### config.mk
export PLATFORM = sky130hd
export DESIGN_NAME = tunnel_zone_luminance_calc_top_flat
export DESIGN_NICKNAME = d
export VERILOG_FILES = /design/src/rtl/core/tzlc_pkg.sv /design/src/rtl/core/tzlc_if.sv /design/src/rtl/core/tzlc_datapath.sv /design/src/rtl/core/tunnel_zone_luminance_calc_top.sv /design/src/flat_wrapper.sv
export SDC_FILE = /design/constraint.sdc
export NUM_CORES = 2
export LEC_CHECK = 0
export BUFFER_PORTS_ARGS = -buffer_cell sky130_fd_sc_hd__buf_2
export CORE_MARGIN = 4
export CORE_UTILIZATION = 30
export DETAILED_ROUTE_END_ITERATION = 7
export SETUP_SLACK_MARGIN = 0.1
export SLEW_MARGIN = 20
export SYNTH_ARGS = -nofsm -noshare
export SYNTH_HDL_FRONTEND = slang
export SYNTH_SLANG_ARGS = --single-unit
### constraint.sdc
create_clock -name clk -period 20.3 [get_ports clk]
set_clock_uncertainty 0.1 [all_clocks]
set_input_delay 4.06 -clock clk [delete_from_list [all_inputs] [get_ports clk]]
set_output_delay 4.06 -clock clk [all_outputs]
set_load 0.01 [all_outputs]
### src/rtl/core/tzlc_pkg.sv
// Shared widths, constants, row table and types for the tunnel zone luminance calculator.
package tzlc_pkg;

  localparam int FLOW_W     = 16;
  localparam int LUM_IN_W   = 16;
  localparam int SPEED_W    = 8;
  localparam int CFG_IDX_W  = 1;
  localparam int CFG_DATA_W = 8;

  localparam int K_W   = 13;
  localparam int EZ1_W = 19;
  localparam int EZ2_W = 18;
  localparam int TZ1_W = 17;
  localparam int TZ2_W = 15;
  localparam int TZ3_W = 14;
  localparam int BZ_W  = 10;
  localparam int XZ1_W = 12;
  localparam int XZ2_W = 13;

  localparam logic [CFG_IDX_W-1:0] CFG_DESIGN_SPEED = 1'd0;
  localparam logic [CFG_IDX_W-1:0] CFG_TWO_WAY      = 1'd1;

  localparam logic [SPEED_W-1:0] SPEED_UNSET = 8'd0;
  localparam logic [SPEED_W-1:0] SPEED_120   = 8'd120;
  localparam logic [SPEED_W-1:0] SPEED_100   = 8'd100;
  localparam logic [SPEED_W-1:0] SPEED_80    = 8'd80;
  localparam logic [SPEED_W-1:0] SPEED_60    = 8'd60;

  localparam int ROW_W = 3;
  localparam logic [ROW_W-1:0] ROW_120 = 3'd0;
  localparam logic [ROW_W-1:0] ROW_100 = 3'd1;
  localparam logic [ROW_W-1:0] ROW_80  = 3'd2;
  localparam logic [ROW_W-1:0] ROW_60  = 3'd3;
  localparam logic [ROW_W-1:0] ROW_LOW = 3'd4;

  // clamped flow offset from the low flow point, 0..span
  localparam int T_W = 10;
  localparam logic [T_W-1:0] SPAN_ONE = 10'd850;
  localparam logic [T_W-1:0] SPAN_TWO = 10'd470;
  localparam logic [T_W-1:0] LOW_ONE  = 10'd350;
  localparam logic [T_W-1:0] LOW_TWO  = 10'd180;

  localparam int KS_W = 11;
  localparam int BS_W = 14;

  // rounding numerators: 2*span_k*t + D and 2*span_b*t + 10D
  localparam int MK_W = 22;
  localparam int MB_W = 24;
  localparam logic [MB_W-1:0] SPAN10_ONE = 24'd8500;
  localparam logic [MB_W-1:0] SPAN10_TWO = 24'd4700;

  // exact reciprocal division: floor(x/d) = (x * ceil(2^S/d)) >> S
  localparam int QK_W = 11;
  localparam int QB_W = 10;
  localparam int SK   = MK_W + 11;
  localparam int RK_W = 24;
  localparam logic [RK_W-1:0] RK_ONE = RK_W'(((64'd1 << SK) + 64'd1699) / 64'd1700);
  localparam logic [RK_W-1:0] RK_TWO = RK_W'(((64'd1 << SK) + 64'd939) / 64'd940);
  localparam int SB   = MB_W + 15;
  localparam int RB_W = 26;
  localparam logic [RB_W-1:0] RB_ONE = RB_W'(((64'd1 << SB) + 64'd16999) / 64'd17000);
  localparam logic [RB_W-1:0] RB_TWO = RB_W'(((64'd1 << SB) + 64'd9399) / 64'd9400);

  // base * 4 / 5
  localparam int S5    = 15;
  localparam int R5X_W = 15;
  localparam logic [R5X_W-1:0] R5_X4 = R5X_W'(4 * (((64'd1 << S5) + 64'd4) / 64'd5));

  // entrance level * {15,5,2} / 100
  localparam int S100  = 30;
  localparam longint unsigned R100 = ((64'd1 << S100) + 64'd99) / 64'd100;
  localparam int R100X_W = 28;
  localparam logic [R100X_W-1:0] R100_X15 = R100X_W'(15 * R100);
  localparam logic [R100X_W-1:0] R100_X5  = R100X_W'(5 * R100);
  localparam logic [R100X_W-1:0] R100_X2  = R100X_W'(2 * R100);

  localparam int NSTG = 7;

  typedef struct packed {
    logic [K_W-1:0]  k_lo;
    logic [KS_W-1:0] k_span;
    logic [BZ_W-1:0] b_lo;
    logic [BS_W-1:0] b_span;
  } row_t;

  typedef struct packed {
    logic [SPEED_W-1:0] design_speed;
    logic               two_way;
  } cfg_t;

  typedef struct packed {
    logic [NSTG-1:0] adv;
  } pipe_ctrl_t;

  typedef struct packed {
    logic             status;
    logic [K_W-1:0]   reduction_factor;
    logic [EZ1_W-1:0] entrance_zone1;
    logic [EZ2_W-1:0] entrance_zone2;
    logic [TZ1_W-1:0] transition_zone1;
    logic [TZ2_W-1:0] transition_zone2;
    logic [TZ3_W-1:0] transition_zone3;
    logic [BZ_W-1:0]  base_zone1;
    logic [BZ_W-1:0]  base_zone2;
    logic [XZ1_W-1:0] exit_zone1;
    logic [XZ2_W-1:0] exit_zone2;
  } result_t;

  // row minimum and span; base minimum already divided by ten
  function automatic row_t row_lookup(input logic [ROW_W-1:0] row);
    row_t r;
    case (row)
      ROW_120: r = '{k_lo: 13'd5000, k_span: 11'd2000, b_lo: 10'd450, b_span: 14'd5500};
      ROW_100: r = '{k_lo: 13'd3500, k_span: 11'd1000, b_lo: 10'd300, b_span: 14'd3500};
      ROW_80:  r = '{k_lo: 13'd2500, k_span: 11'd1000, b_lo: 10'd150, b_span: 14'd2000};
      ROW_60:  r = '{k_lo: 13'd1500, k_span: 11'd700,  b_lo: 10'd100, b_span: 14'd1500};
      default: r = '{k_lo: 13'd1000, k_span: 11'd200,  b_lo: 10'd100, b_span: 14'd9000};
    endcase
    return r;
  endfunction

endpackage

### src/rtl/core/tzlc_if.sv
// Request and result channel interfaces of the tunnel zone luminance calculator.
interface tzlc_in_if
  import tzlc_pkg::*;
();
  logic                valid;
  logic                ready;
  logic [FLOW_W-1:0]   traffic_flow;
  logic [LUM_IN_W-1:0] exterior_luminance;

  modport source (output valid, traffic_flow, exterior_luminance, input ready);
  modport sink   (input valid, traffic_flow, exterior_luminance, output ready);
endinterface

interface tzlc_out_if
  import tzlc_pkg::*;
();
  logic             valid;
  logic             ready;
  logic             status;
  logic [K_W-1:0]   reduction_factor;
  logic [EZ1_W-1:0] entrance_zone1;
  logic [EZ2_W-1:0] entrance_zone2;
  logic [TZ1_W-1:0] transition_zone1;
  logic [TZ2_W-1:0] transition_zone2;
  logic [TZ3_W-1:0] transition_zone3;
  logic [BZ_W-1:0]  base_zone1;
  logic [BZ_W-1:0]  base_zone2;
  logic [XZ1_W-1:0] exit_zone1;
  logic [XZ2_W-1:0] exit_zone2;

  modport source (output valid, status, reduction_factor, entrance_zone1, entrance_zone2,
                  transition_zone1, transition_zone2, transition_zone3, base_zone1,
                  base_zone2, exit_zone1, exit_zone2, input ready);
  modport sink   (input valid, status, reduction_factor, entrance_zone1, entrance_zone2,
                  transition_zone1, transition_zone2, transition_zone3, base_zone1,
                  base_zone2, exit_zone1, exit_zone2, output ready);
endinterface

### src/rtl/core/tzlc_datapath.sv
// Seven-stage datapath: row interpolation, rounding and zone ratios.
module tzlc_datapath
  import tzlc_pkg::*;
#(
  parameter int LUM_W = 16
) (
  input  logic                clk,
  input  pipe_ctrl_t          ctrl,
  input  cfg_t                cfg,
  input  logic [FLOW_W-1:0]   flow_in,
  input  logic [LUM_IN_W-1:0] lum_in,
  output result_t             res
);

  localparam int PROD_W = K_W + LUM_W;
  localparam int SE     = PROD_W + 10;
  localparam int RE_W   = SE - 9;
  localparam int E_PW   = SE + EZ1_W;
  localparam logic [RE_W-1:0] RE = RE_W'(((64'd1 << SE) + 64'd999) / 64'd1000);
  localparam int K_PW   = MK_W + RK_W;
  localparam int B_PW   = MB_W + RB_W;
  localparam int B5_PW  = S5 + BZ_W;
  localparam int T_PW   = S100 + TZ1_W;

  // stage 0: request capture and row decode
  logic [FLOW_W-1:0] s0_flow_r;
  logic [LUM_W-1:0]  s0_lum_r;
  logic [ROW_W-1:0]  s0_row_r;
  logic              s0_two_r;
  logic              s0_bad_r;
  logic [ROW_W-1:0]  row_sel;

  always_comb begin
    case (cfg.design_speed)
      SPEED_120: row_sel = ROW_120;
      SPEED_100: row_sel = ROW_100;
      SPEED_80:  row_sel = ROW_80;
      SPEED_60:  row_sel = ROW_60;
      default:   row_sel = ROW_LOW;
    endcase
  end

  always_ff @(posedge clk) begin
    if (ctrl.adv[0]) begin
      s0_flow_r <= flow_in;
      s0_lum_r  <= lum_in[LUM_W-1:0];
      s0_row_r  <= row_sel;
      s0_two_r  <= cfg.two_way;
      s0_bad_r  <= (cfg.design_speed == SPEED_UNSET);
    end
  end

  // stage 1: clamp flow, build rounding numerators
  row_t              rw;
  logic [T_W-1:0]    low_pt;
  logic [T_W-1:0]    span;
  logic [FLOW_W-1:0] diff;
  logic [T_W-1:0]    t;
  logic [MK_W-1:0]   mk_nxt;
  logic [MB_W-1:0]   mb_nxt;
  logic [MK_W-1:0]   s1_mk_r;
  logic [MB_W-1:0]   s1_mb_r;
  logic [K_W-1:0]    s1_klo_r;
  logic [BZ_W-1:0]   s1_blo_r;
  logic              s1_two_r;
  logic              s1_bad_r;
  logic [LUM_W-1:0]  s1_lum_r;

  always_comb begin
    rw     = row_lookup(s0_row_r);
    low_pt = s0_two_r ? LOW_TWO : LOW_ONE;
    span   = s0_two_r ? SPAN_TWO : SPAN_ONE;
    diff   = s0_flow_r - FLOW_W'(low_pt);
    if (s0_flow_r < FLOW_W'(low_pt)) begin
      t = '0;
    end else if (diff >= FLOW_W'(span)) begin
      t = span;
    end else begin
      t = diff[T_W-1:0];
    end
    mk_nxt = ((MK_W'(rw.k_span) * MK_W'(t)) << 1) + MK_W'(span);
    mb_nxt = ((MB_W'(rw.b_span) * MB_W'(t)) << 1) + (s0_two_r ? SPAN10_TWO : SPAN10_ONE);
  end

  always_ff @(posedge clk) begin
    if (ctrl.adv[1]) begin
      s1_mk_r  <= mk_nxt;
      s1_mb_r  <= mb_nxt;
      s1_klo_r <= rw.k_lo;
      s1_blo_r <= rw.b_lo;
      s1_two_r <= s0_two_r;
      s1_bad_r <= s0_bad_r;
      s1_lum_r <= s0_lum_r;
    end
  end

  // stage 2: divide by 2D and 20D
  logic [K_PW-1:0]  kp;
  logic [B_PW-1:0]  bp;
  logic [QK_W-1:0]  s2_qk_r;
  logic [QB_W-1:0]  s2_qb_r;
  logic [K_W-1:0]   s2_klo_r;
  logic [BZ_W-1:0]  s2_blo_r;
  logic             s2_bad_r;
  logic [LUM_W-1:0] s2_lum_r;

  assign kp = K_PW'(s1_mk_r) * K_PW'(s1_two_r ? RK_TWO : RK_ONE);
  assign bp = B_PW'(s1_mb_r) * B_PW'(s1_two_r ? RB_TWO : RB_ONE);

  always_ff @(posedge clk) begin
    if (ctrl.adv[2]) begin
      s2_qk_r  <= kp[SK +: QK_W];
      s2_qb_r  <= bp[SB +: QB_W];
      s2_klo_r <= s1_klo_r;
      s2_blo_r <= s1_blo_r;
      s2_bad_r <= s1_bad_r;
      s2_lum_r <= s1_lum_r;
    end
  end

  // stage 3: factor and base level; unset speed forces zeros
  logic [K_W-1:0]   s3_k_r;
  logic [BZ_W-1:0]  s3_base_r;
  logic             s3_bad_r;
  logic [LUM_W-1:0] s3_lum_r;

  always_ff @(posedge clk) begin
    if (ctrl.adv[3]) begin
      s3_k_r    <= s2_bad_r ? '0 : s2_klo_r + K_W'(s2_qk_r);
      s3_base_r <= s2_bad_r ? '0 : s2_blo_r + BZ_W'(s2_qb_r);
      s3_bad_r  <= s2_bad_r;
      s3_lum_r  <= s2_lum_r;
    end
  end

  // stage 4: factor times luminance, base ratios
  logic [B5_PW-1:0]  b5p;
  logic [PROD_W-1:0] s4_prod_r;
  logic [K_W-1:0]    s4_k_r;
  logic [BZ_W-1:0]   s4_base_r;
  logic [BZ_W-1:0]   s4_bz2_r;
  logic [XZ1_W-1:0]  s4_xz1_r;
  logic [XZ2_W-1:0]  s4_xz2_r;
  logic              s4_bad_r;

  assign b5p = B5_PW'(s3_base_r) * B5_PW'(R5_X4);

  always_ff @(posedge clk) begin
    if (ctrl.adv[4]) begin
      s4_prod_r <= PROD_W'(s3_k_r) * PROD_W'(s3_lum_r);
      s4_k_r    <= s3_k_r;
      s4_base_r <= s3_base_r;
      s4_bz2_r  <= b5p[S5 +: BZ_W];
      s4_xz1_r  <= XZ1_W'(s3_base_r) * XZ1_W'(3);
      s4_xz2_r  <= XZ2_W'(s3_base_r) * XZ2_W'(5);
      s4_bad_r  <= s3_bad_r;
    end
  end

  // stage 5: divide by 1000
  logic [E_PW-1:0]  ep;
  logic [EZ1_W-1:0] s5_ent_r;
  logic [K_W-1:0]   s5_k_r;
  logic [BZ_W-1:0]  s5_base_r;
  logic [BZ_W-1:0]  s5_bz2_r;
  logic [XZ1_W-1:0] s5_xz1_r;
  logic [XZ2_W-1:0] s5_xz2_r;
  logic             s5_bad_r;

  assign ep = E_PW'(s4_prod_r) * E_PW'(RE);

  always_ff @(posedge clk) begin
    if (ctrl.adv[5]) begin
      s5_ent_r  <= ep[SE +: EZ1_W];
      s5_k_r    <= s4_k_r;
      s5_base_r <= s4_base_r;
      s5_bz2_r  <= s4_bz2_r;
      s5_xz1_r  <= s4_xz1_r;
      s5_xz2_r  <= s4_xz2_r;
      s5_bad_r  <= s4_bad_r;
    end
  end

  // stage 6: transition ratios, result register
  logic [T_PW-1:0] t15p;
  logic [T_PW-1:0] t5p;
  logic [T_PW-1:0] t2p;
  result_t         res_r;

  assign t15p = T_PW'(s5_ent_r) * T_PW'(R100_X15);
  assign t5p  = T_PW'(s5_ent_r) * T_PW'(R100_X5);
  assign t2p  = T_PW'(s5_ent_r) * T_PW'(R100_X2);

  always_ff @(posedge clk) begin
    if (ctrl.adv[6]) begin
      res_r.status           <= s5_bad_r;
      res_r.reduction_factor <= s5_k_r;
      res_r.entrance_zone1   <= s5_ent_r;
      res_r.entrance_zone2   <= EZ2_W'(s5_ent_r >> 1);
      res_r.transition_zone1 <= t15p[S100 +: TZ1_W];
      res_r.transition_zone2 <= t5p[S100 +: TZ2_W];
      res_r.transition_zone3 <= t2p[S100 +: TZ3_W];
      res_r.base_zone1       <= s5_base_r;
      res_r.base_zone2       <= s5_bz2_r;
      res_r.exit_zone1       <= s5_xz1_r;
      res_r.exit_zone2       <= s5_xz2_r;
    end
  end

  assign res = res_r;

endmodule

### src/rtl/core/tunnel_zone_luminance_calc_top.sv
// Top level of the tunnel zone luminance calculator: config, pipeline control, channels.
//
// in_chan carries one request: traffic flow and exterior luminance. out_chan carries
// one result per request: status, entrance reduction factor and the entrance,
// transition, base and exit zone levels. Both use valid/ready; a transfer happens on
// a rising edge with both high.
// cfg_we/cfg_index/cfg_wdata write design_speed (index 0) and two_way_traffic
// (index 1); write only while no request is in flight.
// Seven register stages, each with its own valid bit. An accepted request enters
// stage 0 and moves through stages 1 to 6 in order to out_chan. While out_chan.ready
// is high, one request per cycle is taken; no stage has more than one multiply in depth.
// When out_chan.ready is low the result holds and bubbles upstream still close
// up, so up to seven requests are held before in_chan.ready drops; nothing is
// dropped or repeated. Reset clears every valid bit and both config registers
// (speed unset: results report status 1 with zero levels).
// Only the low LUMINANCE_BITS bits of exterior luminance are used.
module tunnel_zone_luminance_calc_top
  import tzlc_pkg::*;
#(
  parameter int LUMINANCE_BITS = 16
) (
  input  logic                  clk,
  input  logic                  rst_n,
  tzlc_in_if.sink               in_chan,
  tzlc_out_if.source            out_chan,
  input  logic                  cfg_we,
  input  logic [CFG_IDX_W-1:0]  cfg_index,
  input  logic [CFG_DATA_W-1:0] cfg_wdata
);

  localparam int LUM_W = (LUMINANCE_BITS < LUM_IN_W) ? LUMINANCE_BITS : LUM_IN_W;

  logic [SPEED_W-1:0] speed_r;
  logic               two_way_r;

  always_ff @(posedge clk) begin
    if (!rst_n) begin
      speed_r   <= '0;
      two_way_r <= 1'b0;
    end else if (cfg_we) begin
      case (cfg_index)
        CFG_DESIGN_SPEED: speed_r   <= cfg_wdata[SPEED_W-1:0];
        CFG_TWO_WAY:      two_way_r <= cfg_wdata[0];
        default: ;
      endcase
    end
  end

  // valid bit per stage; a stage loads when empty or when the next one moves
  logic [NSTG-1:0] v_r;
  logic [NSTG-1:0] v_nxt;
  logic [NSTG:0]   rdy;
  pipe_ctrl_t      ctrl;
  cfg_t            cfg;
  result_t         res;

  always_comb begin
    rdy[NSTG] = out_chan.ready;
    for (int i = NSTG - 1; i >= 0; i--) begin
      rdy[i] = !v_r[i] || rdy[i+1];
    end
    ctrl.adv[0] = in_chan.valid && rdy[0];
    v_nxt[0]    = rdy[0] ? in_chan.valid : v_r[0];
    for (int i = 1; i < NSTG; i++) begin
      ctrl.adv[i] = v_r[i-1] && rdy[i];
      v_nxt[i]    = rdy[i] ? v_r[i-1] : v_r[i];
    end
  end

  always_ff @(posedge clk) begin
    if (!rst_n) begin
      v_r <= '0;
    end else begin
      v_r <= v_nxt;
    end
  end

  assign cfg.design_speed = speed_r;
  assign cfg.two_way      = two_way_r;

  tzlc_datapath #(
    .LUM_W (LUM_W)
  ) u_datapath (
    .clk     (clk),
    .ctrl    (ctrl),
    .cfg     (cfg),
    .flow_in (in_chan.traffic_flow),
    .lum_in  (in_chan.exterior_luminance),
    .res     (res)
  );

  assign in_chan.ready             = rdy[0];
  assign out_chan.valid            = v_r[NSTG-1];
  assign out_chan.status           = res.status;
  assign out_chan.reduction_factor = res.reduction_factor;
  assign out_chan.entrance_zone1   = res.entrance_zone1;
  assign out_chan.entrance_zone2   = res.entrance_zone2;
  assign out_chan.transition_zone1 = res.transition_zone1;
  assign out_chan.transition_zone2 = res.transition_zone2;
  assign out_chan.transition_zone3 = res.transition_zone3;
  assign out_chan.base_zone1       = res.base_zone1;
  assign out_chan.base_zone2       = res.base_zone2;
  assign out_chan.exit_zone1       = res.exit_zone1;
  assign out_chan.exit_zone2       = res.exit_zone2;

  a_accept_lands: assert property (@(posedge clk) disable iff (!rst_n)
    in_chan.valid && in_chan.ready |=> v_r[0])
    else $error("accepted request not captured in first stage");

  a_unset_zero: assert property (@(posedge clk) disable iff (!rst_n)
    out_chan.valid && out_chan.status |->
      out_chan.reduction_factor == '0 && out_chan.entrance_zone1 == '0 &&
      out_chan.base_zone1 == '0 && out_chan.exit_zone2 == '0)
    else $error("unset speed result carries nonzero levels");

  a_factor_range: assert property (@(posedge clk) disable iff (!rst_n)
    out_chan.valid && !out_chan.status |->
      out_chan.reduction_factor >= K_W'(1000) && out_chan.reduction_factor <= K_W'(7000) &&
      out_chan.base_zone1 <= BZ_W'(1000))
    else $error("reduction factor or base level outside its row bounds");

endmodule

### src/flat_wrapper.sv
// flat-port wrapper written by rule: the top's interface ports become plain ports
module tunnel_zone_luminance_calc_top_flat import tzlc_pkg::*;
#(
  parameter int LUMINANCE_BITS = 16
)
  (clk, rst_n, cfg_we, cfg_index, cfg_wdata, in_chan_valid, in_chan_traffic_flow, in_chan_exterior_luminance, in_chan_ready, out_chan_valid, out_chan_status, out_chan_reduction_factor, out_chan_entrance_zone1, out_chan_entrance_zone2, out_chan_transition_zone1, out_chan_transition_zone2, out_chan_transition_zone3, out_chan_base_zone1, out_chan_base_zone2, out_chan_exit_zone1, out_chan_exit_zone2, out_chan_ready);
  tzlc_in_if in_chan_i ();
  tzlc_out_if out_chan_i ();
  input  logic clk;
  input  logic rst_n;
  input  logic cfg_we;
  input  logic [CFG_IDX_W-1:0] cfg_index;
  input  logic [CFG_DATA_W-1:0] cfg_wdata;
  input wire logic [$bits(in_chan_i.valid)-1:0] in_chan_valid;
  input wire logic [$bits(in_chan_i.traffic_flow)-1:0] in_chan_traffic_flow;
  input wire logic [$bits(in_chan_i.exterior_luminance)-1:0] in_chan_exterior_luminance;
  output wire logic [$bits(in_chan_i.ready)-1:0] in_chan_ready;
  output wire logic [$bits(out_chan_i.valid)-1:0] out_chan_valid;
  output wire logic [$bits(out_chan_i.status)-1:0] out_chan_status;
  output wire logic [$bits(out_chan_i.reduction_factor)-1:0] out_chan_reduction_factor;
  output wire logic [$bits(out_chan_i.entrance_zone1)-1:0] out_chan_entrance_zone1;
  output wire logic [$bits(out_chan_i.entrance_zone2)-1:0] out_chan_entrance_zone2;
  output wire logic [$bits(out_chan_i.transition_zone1)-1:0] out_chan_transition_zone1;
  output wire logic [$bits(out_chan_i.transition_zone2)-1:0] out_chan_transition_zone2;
  output wire logic [$bits(out_chan_i.transition_zone3)-1:0] out_chan_transition_zone3;
  output wire logic [$bits(out_chan_i.base_zone1)-1:0] out_chan_base_zone1;
  output wire logic [$bits(out_chan_i.base_zone2)-1:0] out_chan_base_zone2;
  output wire logic [$bits(out_chan_i.exit_zone1)-1:0] out_chan_exit_zone1;
  output wire logic [$bits(out_chan_i.exit_zone2)-1:0] out_chan_exit_zone2;
  input wire logic [$bits(out_chan_i.ready)-1:0] out_chan_ready;
  assign in_chan_i.valid = in_chan_valid;
  assign in_chan_i.traffic_flow = in_chan_traffic_flow;
  assign in_chan_i.exterior_luminance = in_chan_exterior_luminance;
  assign in_chan_ready = in_chan_i.ready;
  assign out_chan_valid = out_chan_i.valid;
  assign out_chan_status = out_chan_i.status;
  assign out_chan_reduction_factor = out_chan_i.reduction_factor;
  assign out_chan_entrance_zone1 = out_chan_i.entrance_zone1;
  assign out_chan_entrance_zone2 = out_chan_i.entrance_zone2;
  assign out_chan_transition_zone1 = out_chan_i.transition_zone1;
  assign out_chan_transition_zone2 = out_chan_i.transition_zone2;
  assign out_chan_transition_zone3 = out_chan_i.transition_zone3;
  assign out_chan_base_zone1 = out_chan_i.base_zone1;
  assign out_chan_base_zone2 = out_chan_i.base_zone2;
  assign out_chan_exit_zone1 = out_chan_i.exit_zone1;
  assign out_chan_exit_zone2 = out_chan_i.exit_zone2;
  assign out_chan_i.ready = out_chan_ready;
  tunnel_zone_luminance_calc_top #(.LUMINANCE_BITS(LUMINANCE_BITS)) u_core (.clk(clk), .rst_n(rst_n), .in_chan(in_chan_i), .out_chan(out_chan_i), .cfg_we(cfg_we), .cfg_index(cfg_index), .cfg_wdata(cfg_wdata));
endmodule
; Word level (Yosys, flattened, before mapping)
; Cells that the tools add are included.
; W data, S select, Z words.
[classes]
add_sub_neg = 5
multipliers = 12
magnitude_cmp = 2
n_eq_ne = 7
n_mux = 9
n_bitwise = 1
n_reduce_logical = 25
[op_table]
columns = op, n
row1 = $pmux W48 S4, 1
row2 = $mul A29 B29 Y57 const B, 1
row3 = $mul A24 B26 Y49, 1
row4 = $mul A19 B28 Y47 const B, 1
row5 = $mul A19 B26 Y45 const B, 1
row6 = $mul A22 B24 Y44, 1
row7 = $mul A19 B24 Y43 const B, 1
row8 = $mux W10, 3
row9 = $mul A13 B16 Y29, 1
row10 = $mux W26, 1
row11 = $add A24 B14 Y24, 1
row12 = $eq A8 B7 Y1 const B, 3
row13 = $mux W24, 1
row14 = $mul A14 B10 Y23, 1
row15 = $add A22 B10 Y22, 1
row16 = $mul A10 B12 Y22 const B, 1
row17 = $mul A11 B10 Y21, 1
row18 = $ge A16 B10 Y1, 1
row19 = $lt A16 B9 Y1, 1
row20 = $sub A16 B9 Y16, 1
row21 = $mux W14, 1
row22 = $add A13 B11 Y13, 1
row23 = $mul A10 B3 Y13 const B, 1
row24 = $mul A10 B2 Y12 const B, 1
row25 = other kinds (13), 33
[totals]
register_bits = 549
input_bits = 46
output_inout_bits = 144
wordCells = 117

; Depth between registers and ports, before layout
[depth]
word_depth = 9
mapped_depth = 43
ltp_nobuf = 42

; Hierarchy
; Synthesis repeated with hierarchy kept, for this count alone.
[unflattened]
cells_unflattened = 7788
hier_area_um2 = 85619.6
[modules_own_cells]
columns = module, instances, cells_each, area_each_um2, seq_area_each_um2
row1 = tzlc_datapath, 1, 7722, 84935.2, 14594.0
row2 = tunnel_zone_luminance_calc_top, 1, 66, 684.4, 320.3

; Worst setup path before layout
; Ideal clock, no wire load.
[synth_timing]
kind = input port to flip-flop
start = input port out_chan_ready
end = register u_core.u_datapath.s4_bad_r, enable pin
t_arrival_ns = 10.479
required_ns = 19.542
setup_slack_ns = 9.062
cell_stages = 3
path_buffers = 0
path_cell_list = nor2b_1 -> and2_1 -> a21boi_0
[synth_rtl]
columns = element, line
row1 = start: declaration, flat_wrapper.sv:30  ; input wire logic [$bits(out_chan_i.ready)-1:0] out_chan_ready;
row2 = end signal: assignment, tzlc_datapath.sv:156  ; s4_bad_r <= s3_bad_r;
row3 = end: declaration, tzlc_datapath.sv:144  ; logic s4_bad_r;

; Final worst setup path
[layout_timing]
start = register u_core.u_datapath.s0_two_r
end = register u_core.u_datapath.s1_mb_r[23], data pin
[layout_between]
elab_chain_cells = 7
elab_cells_between_ends = 10
cone_classes = 2 x add/sub / 1 x mul / 2 x order compare / 5 x mux
[layout_lines]
columns = element, line
row1 = start: declaration, tzlc_datapath.sv:29  ; logic s0_two_r;
row2 = start signal: assignment, tzlc_datapath.sv:48  ; s0_two_r <= cfg.two_way;
row3 = $mux W9, tzlc_datapath.sv:71  ; low_pt = s0_two_r ? LOW_TWO : LOW_ONE;
row4 = $sub A16 B9 Y16, tzlc_datapath.sv:73  ; diff = s0_flow_r - FLOW_W'(low_pt);
row5 = $ge A16 B10 Y1, tzlc_datapath.sv:76  ; end else if (diff >= FLOW_W'(span)) begin
row6 = $mux W10, tzlc_datapath.sv:76
row7 = $mux W10, tzlc_datapath.sv:74  ; if (s0_flow_r < FLOW_W'(low_pt)) begin
row8 = $mul A14 B10 Y23, tzlc_datapath.sv:82  ; mb_nxt = ((MB_W'(rw.b_span) * MB_W'(t)) << 1) + (s0_two_r ? SPAN10_TWO : SPAN10_ONE);
row9 = $add A24 B14 Y24 *, tzlc_datapath.sv:82
row10 = named net u_core.u_datapath.mb_nxt[23], tzlc_datapath.sv:60  ; logic [MB_W-1:0] mb_nxt;
row11 = end signal: assignment, tzlc_datapath.sv:88  ; s1_mb_r <= mb_nxt;
row12 = end: declaration, tzlc_datapath.sv:62  ; logic [MB_W-1:0] s1_mb_r;
; The timed path passes the listed nets; every way through them passes the cells marked *.
; A chain may end at the register's enable or synchronous reset.

==> impl_metrics.tcl <==
set metrics [dict create \
    core_area_mm2 0.282 \
    initial_core_util 0.301 \
    netlist.area_leader.share 0.372 \
    grt_util_met3 0.0185 \
    final_antenna_net_count 0 \
    top_usage_layer "met2" \
    slew_headroom 0.281 \
    hold_violations 0 \
    port_buffers 189 \
    grt_pass1_vias 58800 \
    worst_hold_path.num_cells 0 \
    cp.arrival_ns 11.20 \
    clkTransAtPathRegs_ns 0.06 \
    fin_crit_sh 0.534 \
    grt_pass1_wl_um 326000 \
    crit_path_max_incr_delay_ns 0.56 \
    cts_max_path_buffers 3 \
    reg2reg_depth 38 \
    report.final.slew_viol_count 0 \
    wl_per_cell_um 17.1 \
    via_per_inst 4.48 \
    synth_compound_area_frac 0.0444 \
    ys_dominant_reg_cell "edfxtp_1" \
    dr.pass1.iters 5 \
    syn_area_per_cell_um2 11.0 \
    numClockSinks 502 \
    synth_top_family_by_area "adder cells" \
    use_met1 0.187 \
    path_max_fanout 13 \
    initialDrtViolationCount 2484 \
    grt_max_degree 75 \
    drive_gt1_frac 0.0476 \
    insertion_delay_ns 0.75 \
    syn2layout_area_growth_pct 9.05 \
    ys_ff_latch 502 \
    grt_overflow_total 0 \
    endpoint_kind "flop" \
    wl_um 201000 \
    hp-class "flop to flop" \
    fmax_mhz 92.3 \
    fp.dieW_um 541 \
    ys_top_cells_by_count "inv_1, fa_1, ha_1" \
    htreeDepth 2 \
    cts_root_buf "clkbuf_16" \
    synth_top_area_cell "fa_1" \
    path_class "flop to flop" \
    hpwl_um 174000 \
    ys_seq_area_frac 0.175 \
    fp.dieH_um 541 \
    cts_setup_buffers 0 \
    cts_buffers 58 \
    nets 11100 \
    slowest_stage "o311ai_0" \
    grt_use_met2 0.246 \
    yosysWarnings 0 \
    crit_required_ns 20.67 \
    ff2ff_setup_slack_ns 9.47 \
    rsz0062_at_grt "false" \
    synthAdderAreaFrac 0.598 \
    ys_async_sr_fraction 0 \
    netlist_area_mm2 0.0851 \
    drc 0 \
    status "complete, no violations" \
    synth.area.mux_share 0.00131 \
    cts_tree "built" \
    cts_resized 0 \
    synth.area.top_cells "fa_1, ha_1, edfxtp_1" \
    yosysMostFrequentCell "inv_1" \
    row_count 195 \
    fillerInstances 28400 \
    ctsHoldBuffers 0 \
    fin_crit_ns 10.83 \
    max_cap_violations 0 \
    tightest_slew_ns 1.08 \
    groute.usage.overall 0.141 \
    antenna_found_initial 7 \
    setup_tns_ns 0 \
    synth-simple-area-share 0.0575 \
    globalplace.congestion 0.915 \
    synth-edff-count 486 \
    start_kind "flop" \
    yosysUniqueCellTypes 78 \
    dieArea_mm2 0.292 \
    synthCells 7712 \
    ios 190 \
    synth_xor_area_frac 0.0227 \
    crit_path_frequent_cell "inv_1" \
    setup_violations 0 \
    vias 52500 \
]
[worst max-delay path: cells and delay by family (launching register included)]
kind | cells | cell delay [ns]
fa+ha+maj | 9 | 3.54
buf+inv | 8 | 1.20
xor+xnor | 2 | 0.27
flops | 1 | 0.36
compound gates | 8 | 2.39
simple gates | 11 | 2.74
[registers in the layout, indices dropped and copies added (netlist names), 11 cells and up]
signal,flops
u_core.u_datapath.s2_lum_r,16
u_core.u_datapath.s4_prod_r,29
u_core.u_datapath.s5_xz2_r,11
u_core.u_datapath.s5_k_r,13
u_core.u_datapath.s1_mk_r,20
u_core.u_datapath.s4_xz1_r,11
u_core.u_datapath.s0_lum_r,16
u_core.u_datapath.s1_lum_r,16
u_core.u_datapath.s4_xz2_r,11
u_core.u_datapath.res,121
u_core.u_datapath.s3_lum_r,16
u_core.u_datapath.s5_xz1_r,11
u_core.u_datapath.s4_k_r,13
u_core.u_datapath.s1_mb_r,21
u_core.u_datapath.s5_ent_r,19
u_core.u_datapath.s3_k_r,13
u_core.u_datapath.s2_qk_r,11
u_core.u_datapath.s0_flow_r,16
[routing by layer]
metal | part of all wire | vias to the layer above | routed length [um]
li1 | - | 24500 | -
met1 | 0.44 | 26700 | 88300
met2 | 0.49 | 1054 | 99200
met3 | 0.047 | 201 | 9430
met4 | 0.020 | 4 | 3950
met5 | 0.00013 | - | 27
[final cells by class]
cell class | count | area, um2 | share of cell area
diodes | 1 | 2.50 | 0.0000270
clock buffers | 62 | 1480 | 0.0159
clock inverters | 48 | 578 | 0.00623
inverters | 2171 | 8150 | 0.0879
multi-input cells | 4967 | 61700 | 0.665
flip-flops and latches | 502 | 14900 | 0.161
well taps | 3743 | 4680 | 0.0505
repair buffers | 228 | 1260 | 0.0136
[path summary, 6_finish.rpt]
path,startpoint,to
setup / recovery,u_core.u_datapath.s0_two_r,u_core.u_datapath.s1_mb_r[23]
hold / removal,u_core.u_datapath.s4_xz2_r[10],u_core.u_datapath.s5_xz2_r[10]
setup reg to reg,u_core.u_datapath.s0_two_r,u_core.u_datapath.s1_mb_r[23]
hold reg to reg,u_core.u_datapath.s4_xz2_r[10],u_core.u_datapath.s5_xz2_r[10]
[cell usage in the layout (no fill, tap or decap), types with 31 or more instances in the layout]
cell type	synthesis	final
inv_1	2162	2162
fa_1	1580	1580
ha_1	1538	1538
edfxtp_1	486	486
nand2_1	342	342
nor2_1	246	246
buf_2	5	189
a21oi_1	161	160
xnor2_1	147	147
and2_1	115	115
o21ai_0	100	100
a21o_1	89	89
nor2b_1	79	75
xor2_1	72	72
clkbuf_16	0	58
o21a_1	51	51
nor3_1	50	50
buf_4	22	38
nand3_1	37	37
a211oi_1	35	35
nand2b_1	31	31
[stage by stage]
step,utilization,cell area (um2),hold slack [ns],worst slack [ns],instances
final,0.329,92800,0.308,9.47,11700
after global routing,0.329,92800,0.316,8.61,11700
after floorplan,-,85100,0.300,9.06,7729
after global placement,0.321,90700,0.301,9.44,11600
after detailed placement,0.321,90700,0.305,9.44,11600
after CTS,0.329,92800,0.318,9.43,11700
[kinds of logic after synthesis]
logic type / Yosys count
other: 2
AO/OA/AOI/OAI: 578
multiplexers: 11
AND/OR/NAND/NOR: 1021
buffers and inverters: 2260
adder cells (fa/ha/maj): 3118
XOR/XNOR: 220
flip-flops: 502
Power is not shown: default switching activity piles up to over one toggle a cycle in this logic, so the estimate is an artifact.
